<file path="src/hw/rtl/eight_bit_alu_with_flags_macros.svh">
// ----------------------------------------------------------------------------
// eight_bit_alu_with_flags_macros
// assertion macros shared by the alu pipeline
// ----------------------------------------------------------------------------
`ifndef EIGHT_BIT_ALU_WITH_FLAGS_MACROS_SVH
`define EIGHT_BIT_ALU_WITH_FLAGS_MACROS_SVH

// same-cycle implication, off during reset
`define ALU8F_ASSERT_NOW(lbl, ante, cons) \
    lbl: assert property (@(posedge aclk) disable iff (!aresetn) (ante) |-> (cons)) \
        else $error("alu8f assertion failed");

// next-cycle implication, off during reset
`define ALU8F_ASSERT_NEXT(lbl, ante, cons) \
    lbl: assert property (@(posedge aclk) disable iff (!aresetn) (ante) |=> (cons)) \
        else $error("alu8f assertion failed");

`endif

</file>
<file path="src/hw/rtl/alu8f_pkg.sv">
// ----------------------------------------------------------------------------
// alu8f_pkg
// opcodes, stage records and constants of the eight-bit alu pipeline
// ----------------------------------------------------------------------------
package alu8f_pkg;

    localparam int unsigned IN_DATA_W  = 64;
    localparam int unsigned OUT_DATA_W = 32;

    localparam logic [3:0] NIB_MAX   = 4'hF;
    localparam logic [3:0] DEC_DIGIT = 4'd9;
    localparam logic [8:0] DAA_LIMIT = 9'h09F;
    localparam logic [8:0] DAA_HIGH  = 9'h060;
    localparam logic [8:0] DAA_LOW   = 9'h006;

    typedef enum logic [4:0] {
        CMD_ADD    = 5'd0,
        CMD_ADC    = 5'd1,
        CMD_SUB    = 5'd2,
        CMD_SBC    = 5'd3,
        CMD_AND    = 5'd4,
        CMD_OR     = 5'd5,
        CMD_XOR    = 5'd6,
        CMD_CP     = 5'd7,
        CMD_INC    = 5'd8,
        CMD_DEC    = 5'd9,
        CMD_ADD16  = 5'd10,
        CMD_ADDSP  = 5'd11,
        CMD_LDHLSP = 5'd12,
        CMD_RLC    = 5'd13,
        CMD_RRC    = 5'd14,
        CMD_RL     = 5'd15,
        CMD_RR     = 5'd16,
        CMD_SLA    = 5'd17,
        CMD_SRA    = 5'd18,
        CMD_SWAP   = 5'd19,
        CMD_SRL    = 5'd20,
        CMD_BIT    = 5'd21,
        CMD_RLCA   = 5'd22,
        CMD_RRCA   = 5'd23,
        CMD_RLA    = 5'd24,
        CMD_RRA    = 5'd25,
        CMD_DAA    = 5'd26
    } cmd_t;

    typedef enum logic [2:0] {
        SH_RLC  = 3'd0,
        SH_RRC  = 3'd1,
        SH_RL   = 3'd2,
        SH_RR   = 3'd3,
        SH_SLA  = 3'd4,
        SH_SRA  = 3'd5,
        SH_SWAP = 3'd6,
        SH_SRL  = 3'd7
    } sh_op_t;

    typedef struct packed {
        logic z;
        logic n;
        logic h;
        logic c;
    } flags_t;

    typedef struct packed {
        cmd_t        cmd;
        logic [7:0]  a;
        logic [7:0]  v;
        logic [15:0] pair;
        logic [15:0] word;
        logic [2:0]  bix;
        flags_t      f;
        sh_op_t      sh;
        logic [7:0]  sh_src;
        logic        cin;
    } s1_t;

    typedef struct packed {
        logic [7:0]  rb;
        logic [15:0] rw;
        flags_t      f;
        logic        z_from_rb;
    } s2_t;

endpackage

</file>
<file path="src/hw/rtl/alu8f_decode.sv">
// ----------------------------------------------------------------------------
// alu8f_decode
// first stage: unpacks the input item and prepares shift and carry selects
// ----------------------------------------------------------------------------
module alu8f_decode
    import alu8f_pkg::*;
(
    input  logic                 aclk,
    input  logic                 aresetn,
    input  logic                 adv,
    input  logic                 in_valid,
    input  logic [IN_DATA_W-1:0] in_data,
    output logic                 valid_reg,
    output s1_t                  s1_reg
);

    logic [4:0] cmd_raw;
    logic [4:0] sh_idx;
    logic       is_acc_rot;
    s1_t        s1_next;

    always_comb begin
        cmd_raw    = in_data[4:0];
        is_acc_rot = (cmd_raw >= CMD_RLCA) && (cmd_raw <= CMD_RRA);
        sh_idx     = is_acc_rot ? (cmd_raw - CMD_RLCA) : (cmd_raw - CMD_RLC);

        s1_next.cmd    = cmd_t'(cmd_raw);
        s1_next.a      = in_data[12:5];
        s1_next.v      = in_data[20:13];
        s1_next.pair   = in_data[36:21];
        s1_next.word   = in_data[52:37];
        s1_next.bix    = in_data[55:53];
        s1_next.f.z    = in_data[56];
        s1_next.f.n    = in_data[57];
        s1_next.f.h    = in_data[58];
        s1_next.f.c    = in_data[59];
        s1_next.sh     = sh_op_t'(sh_idx[2:0]);
        s1_next.sh_src = is_acc_rot ? in_data[12:5] : in_data[20:13];
        s1_next.cin    = ((cmd_raw == CMD_ADC) || (cmd_raw == CMD_SBC)) ? in_data[59] : 1'b0;
    end

    always_ff @(posedge aclk) begin
        if (!aresetn) begin
            valid_reg <= 1'b0;
        end else if (adv) begin
            valid_reg <= in_valid;
        end
    end

    always_ff @(posedge aclk) begin
        if (adv) begin
            s1_reg <= s1_next;
        end
    end

endmodule

</file>
<file path="src/hw/rtl/alu8f_execute.sv">
// ----------------------------------------------------------------------------
// alu8f_execute
// second stage: adders, shifter, bit test and decimal adjust
// ----------------------------------------------------------------------------
module alu8f_execute
    import alu8f_pkg::*;
(
    input  logic aclk,
    input  logic aresetn,
    input  logic adv,
    input  logic in_valid,
    input  s1_t  s1,
    output logic valid_reg,
    output s2_t  s2_reg
);

    logic [8:0]  sum9;
    logic [4:0]  sum_nib;
    logic [8:0]  diff9;
    logic [4:0]  diff_nib;
    logic [16:0] sum17;
    logic [12:0] sum13;
    logic [15:0] sp_sum;
    logic [4:0]  sp_nib;
    logic [8:0]  sp_byte;
    logic [7:0]  sh_res;
    logic        sh_c;
    logic [8:0]  daa_t1;
    logic [8:0]  daa_t2;
    s2_t         s2_next;

    always_comb begin
        sum9     = {1'b0, s1.a} + {1'b0, s1.v} + {8'd0, s1.cin};
        sum_nib  = {1'b0, s1.a[3:0]} + {1'b0, s1.v[3:0]} + {4'd0, s1.cin};
        diff9    = {1'b0, s1.a} - {1'b0, s1.v} - {8'd0, s1.cin};
        diff_nib = {1'b0, s1.a[3:0]} - {1'b0, s1.v[3:0]} - {4'd0, s1.cin};
        sum17    = {1'b0, s1.pair} + {1'b0, s1.word};
        sum13    = {1'b0, s1.pair[11:0]} + {1'b0, s1.word[11:0]};
        sp_sum   = s1.pair + {{8{s1.v[7]}}, s1.v};
        sp_nib   = {1'b0, s1.pair[3:0]} + {1'b0, s1.v[3:0]};
        sp_byte  = {1'b0, s1.pair[7:0]} + {1'b0, s1.v};

        case (s1.sh)
            SH_RLC:  begin sh_c = s1.sh_src[7]; sh_res = {s1.sh_src[6:0], s1.sh_src[7]}; end
            SH_RRC:  begin sh_c = s1.sh_src[0]; sh_res = {s1.sh_src[0], s1.sh_src[7:1]}; end
            SH_RL:   begin sh_c = s1.sh_src[7]; sh_res = {s1.sh_src[6:0], s1.f.c}; end
            SH_RR:   begin sh_c = s1.sh_src[0]; sh_res = {s1.f.c, s1.sh_src[7:1]}; end
            SH_SLA:  begin sh_c = s1.sh_src[7]; sh_res = {s1.sh_src[6:0], 1'b0}; end
            SH_SRA:  begin sh_c = s1.sh_src[0]; sh_res = {s1.sh_src[7], s1.sh_src[7:1]}; end
            SH_SWAP: begin sh_c = 1'b0; sh_res = {s1.sh_src[3:0], s1.sh_src[7:4]}; end
            default: begin sh_c = s1.sh_src[0]; sh_res = {1'b0, s1.sh_src[7:1]}; end
        endcase

        // decimal adjust, add and subtract forms
        if (!s1.f.n) begin
            daa_t1 = (s1.f.h || (s1.a[3:0] > DEC_DIGIT)) ? ({1'b0, s1.a} + DAA_LOW)
                                                         : {1'b0, s1.a};
            daa_t2 = (s1.f.c || (daa_t1 > DAA_LIMIT)) ? (daa_t1 + DAA_HIGH) : daa_t1;
        end else begin
            daa_t1 = s1.f.h ? {1'b0, s1.a - DAA_LOW[7:0]} : {1'b0, s1.a};
            daa_t2 = s1.f.c ? {1'b0, daa_t1[7:0] - DAA_HIGH[7:0]} : daa_t1;
        end

        s2_next.rb        = s1.a;
        s2_next.rw        = 16'd0;
        s2_next.f         = s1.f;
        s2_next.z_from_rb = 1'b0;

        case (s1.cmd)
            CMD_ADD, CMD_ADC: begin
                s2_next.rb        = sum9[7:0];
                s2_next.f.n       = 1'b0;
                s2_next.f.h       = sum_nib[4];
                s2_next.f.c       = sum9[8];
                s2_next.z_from_rb = 1'b1;
            end
            CMD_SUB, CMD_SBC, CMD_CP: begin
                s2_next.rb  = diff9[7:0];
                s2_next.f.z = (diff9[7:0] == 8'd0);
                s2_next.f.n = 1'b1;
                s2_next.f.h = diff_nib[4];
                s2_next.f.c = diff9[8];
                if (s1.cmd == CMD_CP) begin
                    s2_next.rb = s1.a;
                end
            end
            CMD_AND, CMD_OR, CMD_XOR: begin
                s2_next.rb = (s1.cmd == CMD_AND) ? (s1.a & s1.v) :
                             (s1.cmd == CMD_OR)  ? (s1.a | s1.v) : (s1.a ^ s1.v);
                s2_next.f.n       = 1'b0;
                s2_next.f.h       = (s1.cmd == CMD_AND);
                s2_next.f.c       = 1'b0;
                s2_next.z_from_rb = 1'b1;
            end
            CMD_INC: begin
                s2_next.rb        = s1.v + 8'd1;
                s2_next.f.n       = 1'b0;
                s2_next.f.h       = (s1.v[3:0] == NIB_MAX);
                s2_next.z_from_rb = 1'b1;
            end
            CMD_DEC: begin
                s2_next.rb        = s1.v - 8'd1;
                s2_next.f.n       = 1'b1;
                s2_next.f.h       = (s1.v[3:0] == 4'd0);
                s2_next.z_from_rb = 1'b1;
            end
            CMD_ADD16: begin
                s2_next.rw  = sum17[15:0];
                s2_next.f.n = 1'b0;
                s2_next.f.h = sum13[12];
                s2_next.f.c = sum17[16];
            end
            CMD_ADDSP, CMD_LDHLSP: begin
                s2_next.rw  = sp_sum;
                s2_next.f.z = 1'b0;
                s2_next.f.n = 1'b0;
                s2_next.f.h = sp_nib[4];
                s2_next.f.c = sp_byte[8];
            end
            CMD_RLC, CMD_RRC, CMD_RL, CMD_RR, CMD_SLA, CMD_SRA, CMD_SWAP, CMD_SRL: begin
                s2_next.rb        = sh_res;
                s2_next.f.n       = 1'b0;
                s2_next.f.h       = 1'b0;
                s2_next.f.c       = sh_c;
                s2_next.z_from_rb = 1'b1;
            end
            CMD_RLCA, CMD_RRCA, CMD_RLA, CMD_RRA: begin
                s2_next.rb  = sh_res;
                s2_next.f.z = 1'b0;
                s2_next.f.n = 1'b0;
                s2_next.f.h = 1'b0;
                s2_next.f.c = sh_c;
            end
            CMD_BIT: begin
                s2_next.rb  = s1.v;
                s2_next.f.z = ~s1.v[s1.bix];
                s2_next.f.n = 1'b0;
                s2_next.f.h = 1'b1;
            end
            CMD_DAA: begin
                s2_next.rb        = daa_t2[7:0];
                s2_next.f.h       = 1'b0;
                s2_next.f.c       = s1.f.c | (~s1.f.n & daa_t2[8]);
                s2_next.z_from_rb = 1'b1;
            end
            default: begin
                s2_next.rb = s1.a;
            end
        endcase
    end

    always_ff @(posedge aclk) begin
        if (!aresetn) begin
            valid_reg <= 1'b0;
        end else if (adv) begin
            valid_reg <= in_valid;
        end
    end

    always_ff @(posedge aclk) begin
        if (adv) begin
            s2_reg <= s2_next;
        end
    end

endmodule

</file>
<file path="src/hw/rtl/alu8f_writeback.sv">
// ----------------------------------------------------------------------------
// alu8f_writeback
// last stage: zero flag from the result byte for commands that take it, and the output register
// ----------------------------------------------------------------------------
module alu8f_writeback
    import alu8f_pkg::*;
(
    input  logic                  aclk,
    input  logic                  aresetn,
    input  logic                  adv,
    input  logic                  in_valid,
    input  s2_t                   s2,
    output logic                  valid_reg,
    output logic [OUT_DATA_W-1:0] data_reg
);

    flags_t                f_next;
    logic [OUT_DATA_W-1:0] data_next;

    always_comb begin
        f_next   = s2.f;
        if (s2.z_from_rb) begin
            f_next.z = (s2.rb == 8'd0);
        end
        data_next = {4'd0, f_next.c, f_next.h, f_next.n, f_next.z, s2.rw, s2.rb};
    end

    always_ff @(posedge aclk) begin
        if (!aresetn) begin
            valid_reg <= 1'b0;
        end else if (adv) begin
            valid_reg <= in_valid;
        end
    end

    always_ff @(posedge aclk) begin
        if (adv) begin
            data_reg <= data_next;
        end
    end

endmodule

</file>
<file path="src/hw/rtl/eight_bit_alu_with_flags.sv">
// ----------------------------------------------------------------------------
// eight_bit_alu_with_flags
// eight-bit cpu alu with z, n, h and c flags, three-stage pipeline
// ----------------------------------------------------------------------------
// One item in, one result out. The block takes a new item every clock while
// the writeback register is empty or m_tready is high. Each item passes
// through the decode, execute and writeback registers in that order.
// When m_tready is low while the writeback register holds a result, all
// three stages hold together and s_tready drops; bubbles in the earlier
// stages are not squeezed out. Opcodes 27 to 31 return the accumulator with
// flags unchanged and a zero word.
// ----------------------------------------------------------------------------
`include "eight_bit_alu_with_flags_macros.svh"

module eight_bit_alu_with_flags
    import alu8f_pkg::*;
(
    input  logic                  aclk,
    input  logic                  aresetn,
    input  logic                  s_tvalid,
    output logic                  s_tready,
    // command, accumulator, operand, pair_value, operand_word, bit_index,
    // zero_in, subtract_in, half_carry_in, carry_in
    input  logic [IN_DATA_W-1:0]  s_tdata,
    output logic                  m_tvalid,
    input  logic                  m_tready,
    // result_byte, result_word, zero_out, subtract_out, half_carry_out, carry_out
    output logic [OUT_DATA_W-1:0] m_tdata
);

    logic adv;
    logic v1;
    logic v2;
    logic v3;
    s1_t  s1;
    s2_t  s2;

    assign adv      = !v3 || m_tready;
    assign s_tready = adv;
    assign m_tvalid = v3;

    alu8f_decode u_decode (
        .aclk      (aclk),
        .aresetn   (aresetn),
        .adv       (adv),
        .in_valid  (s_tvalid),
        .in_data   (s_tdata),
        .valid_reg (v1),
        .s1_reg    (s1)
    );

    alu8f_execute u_execute (
        .aclk      (aclk),
        .aresetn   (aresetn),
        .adv       (adv),
        .in_valid  (v1),
        .s1        (s1),
        .valid_reg (v2),
        .s2_reg    (s2)
    );

    alu8f_writeback u_writeback (
        .aclk      (aclk),
        .aresetn   (aresetn),
        .adv       (adv),
        .in_valid  (v2),
        .s2        (s2),
        .valid_reg (v3),
        .data_reg  (m_tdata)
    );

    `ALU8F_ASSERT_NEXT(a_valid_shift, adv, (v2 == $past(v1)) && (v3 == $past(v2)))
    `ALU8F_ASSERT_NEXT(a_stall_hold, !adv, $stable(v1) && $stable(v2) && $stable(v3))
    `ALU8F_ASSERT_NEXT(a_latency, (s_tvalid && s_tready) ##1 m_tready ##1 m_tready, m_tvalid)

endmodule
</file>
<file path="config.mk">
export PLATFORM = sky130hd
export DESIGN_NAME = eight_bit_alu_with_flags
export DESIGN_NICKNAME = d
export VERILOG_FILES = /design/src/hw/rtl/alu8f_pkg.sv /design/src/hw/rtl/alu8f_decode.sv /design/src/hw/rtl/alu8f_execute.sv /design/src/hw/rtl/alu8f_writeback.sv /design/src/hw/rtl/eight_bit_alu_with_flags.sv
export VERILOG_INCLUDE_DIRS = /design/src /design/src/hw/rtl
export SDC_FILE = /design/constraint.sdc
export NUM_CORES = 1
export LEC_CHECK = 0
export ABC_AREA = 1
export BUFFER_PORTS_ARGS = -buffer_cell sky130_fd_sc_hd__buf_2
export CELL_PAD_IN_SITES_DETAIL_PLACEMENT = 1
export CELL_PAD_IN_SITES_GLOBAL_PLACEMENT = 2
export CORE_MARGIN = 1.5
export CORE_UTILIZATION = 39
export DETAILED_ROUTE_END_ITERATION = 6
export PLACE_DENSITY_LB_ADDON = 0.2
export SYNTH_ARGS = -nofsm -noshare
export SYNTH_HDL_FRONTEND = slang
export SYNTH_HIERARCHICAL = 1
export SYNTH_SLANG_ARGS = --single-unit
</file>
<file path="constraint.sdc">
create_clock -name aclk -period 8.76 [get_ports aclk]
set_input_delay 1.314 -clock aclk [delete_from_list [all_inputs] [get_ports aclk]]
set_output_delay 1.314 -clock aclk [all_outputs]
set_load 0.005 [all_outputs]
</file>
==> metrics <==
outcome=finished, final reports clean; Initial Util=40.2%; Final TNS setup=0 ns; Placed Cells=1456; Post-Syn Instances=1061; Post-Layout Cell Count=1488; hold path startpoint=u_execute/s2_reg[18]; Final Cycle Share=38.2%; IO Port Bufs=93; Final nets=1315; TritonCTS clock tree=built; gp weighted congestion=0.894; Clock transition at path regs=0.07 ns; wire length of the first global-routing pass=45.6 mm; final setup fails=0; cell area power density=194 nW/µm²; drt pass-1 iters=5; Reg2Reg Depth=9; drt wl/cell=19.7 µm; Peak VDD IR=0.000125 V; H-Tree Level Count=4; Ports=102; Max Cap Violations=0; Tmin final=3.35 ns; routed wire length=29.3 mm; post-synth top area cell=edfxtp_1; # diodes=0; hold bufs inserted after CTS=0; Yosys top cell area share=42.2%; leakage power=0.00487 µW; Tightest Pin Transition=0.955 ns; Crit path arrival time=3.49 ns; Max clock buf depth=2; sequential cell area fraction in the yosys report=42.9%; Layout area overhead=15.1%; Post-synth top flop=edfxtp_1; max frequency=299 MHz; worst reg-to-reg setup slack=5.41 ns; Clk Latency, worst-skew pair=0.43 ns; Synth area leaders=edfxtp_1 (42%), ha_1 (11%), nand2_1 (9.2%); min setup slack post-route=5.41 ns; # rows=55; DRC violations left=0; HP Class=flip-flop to flip-flop; core box area=22800 µm²; clk root buf=clkbuf_16; # resized after CTS=0; overall power=2050 µW; Iteration-0 DRC Markers=545; Final ANT Viol Nets=0; Slew Viols, Final=0; FF+latch count, synth=132; max FFs per register=72; GR Util All Layers=25.0%; total number of vias=8020; Num Clock Sinks=132; Synth Cell Area=9180 µm²; Avg Cell Area, Syn=8.65 µm²; Slew headroom=36.3%; cts bufs inserted=17; Die ar.=24500 µm²; final hold violation count=0; initial antenna violation count=0; Die Height=156 µm; vias in the first global route=8041; Critical R2R Launch=u_decode/s1_reg[51]; CP endpoint kind=flip-flop; Worst Hold Depth=0; Cell variety after synth=54; share of cells above drive strength 1=14.9%; FF-to-FF End=u_execute/s2_reg[25]; unrepaired setup endpoints after global routing=no; vias per std cell=5.39; kind of critical path=flip-flop to flip-flop; Die W=156 µm; dpl hpwl=22.4 mm; Post-synth EDFFs=129; Max Clock Skew=0.0110 ns; Setup WS pre-CTS=5.51 ns; Synth warnings=6; grt ovf=0; commonest non-fill, non-tap cell in the layout=nand2_1; Crit Path Max Fanout=8; setup bufs post-CTS=0; Synth async-reset ratio=0%; commonest cells after routing, fill and taps aside=nand2_1 (225), edfxtp_1 (129), inv_1 (115); largest net degree at the start of global routing=73; Setup crit start kind=flip-flop; worst path required time=8.90 ns; hold path endpoint=u_writeback/data_reg[21]
synthesized netlist by cell type (4+ instances only):
master	instances
ha_1	78
nor3_1	10
nand3_2	5
nand3_1	91
a21oi_1	77
xnor2_1	12
buf_4	6
nand3b_1	5
o211ai_1	12
or2_2	7
inv_1	115
nand4_1	32
xor2_1	12
buf_6	4
edfxtp_1	129
nand2_2	14
nand2_1	226
fa_1	7
nor2_1	76
o21ai_0	62
o22ai_1	6
inv_2	9
buf_2	6
a21boi_0	4
where the power goes:
part           internal [µW]  switching [µW]
Sequential               775            52.3
Clock                    439             324
Combinational            163             298
cell families (layout without fill, tap and decap cells):
logic type	Yosys count	count (layout)	share of synthesized area (%)
other	1	4	0.0409
XOR/XNOR	24	24	2.29
flip-flops	132	132	42.9
buffers and inverters	144	255	6.54
AND/OR/NAND/NOR	482	482	24.0
AO/OA/AOI/OAI	193	193	12.1
adder cells (fa/ha/maj)	85	85	12.2
area by class of cell:
class                      instances  area [µm²]
fill                            2762       12300
multi-input combinational        788        4660
sequential                       132        3930
timing repair buffer              96         488
inverter                         127         477
clock buffer                      19         443
tap                              313         392
clock inverter                    13         164
per-stage QoR:
step | util (%) | hold slack, ns | instance area (µm²)
after global placement | 43.6 | 0.403 | 9950
after detailed placement | 43.6 | 0.406 | 9950
final | 46.2 | 0.419 | 10600
after global routing | 46.2 | 0.433 | 10600
after floorplan | - | 0.400 | 9190
after CTS | 46.2 | 0.418 | 10600
routing by layer:
layer  vias up  global-route usage [%]  part of all wire [%]
li1       3888                       -                     -
met1      3882                    36.4                    50
met2       220                    38.3                    44
met3        30                    3.16                   4.5
met4         0                    8.03                   2.1
met5         -                       0                     0
critical path: stages (launching register included):
cell and delay (ns):
edfxtp_1 0.65, inv_1 0.27, fa_1 0.56, fa_1 0.48
nand3_1 0.15, nand2_1 0.14, xnor2_1 0.36, o21ai_0 0.12
nor2_1 0.16, nand4_1 0.16
worst max-delay path by stage:
stage	start	endpoint	slack, ns
2_1_floorplan	m_tready	s_tready	3.27
3_3_place_gp	u_decode/s1_reg[51]	u_execute/s2_reg[27]	5.53
3_5_place_dp	u_decode/s1_reg[51]	u_execute/s2_reg[27]	5.51
4_1_cts	u_decode/s1_reg[51]	u_execute/s2_reg[4]	5.46
5_1_grt	u_decode/s1_reg[54]	u_execute/s2_reg[4]	5.28
6_report	u_decode/s1_reg[51]	u_execute/s2_reg[25]	5.41
Power figures use the tool's default switching activity.
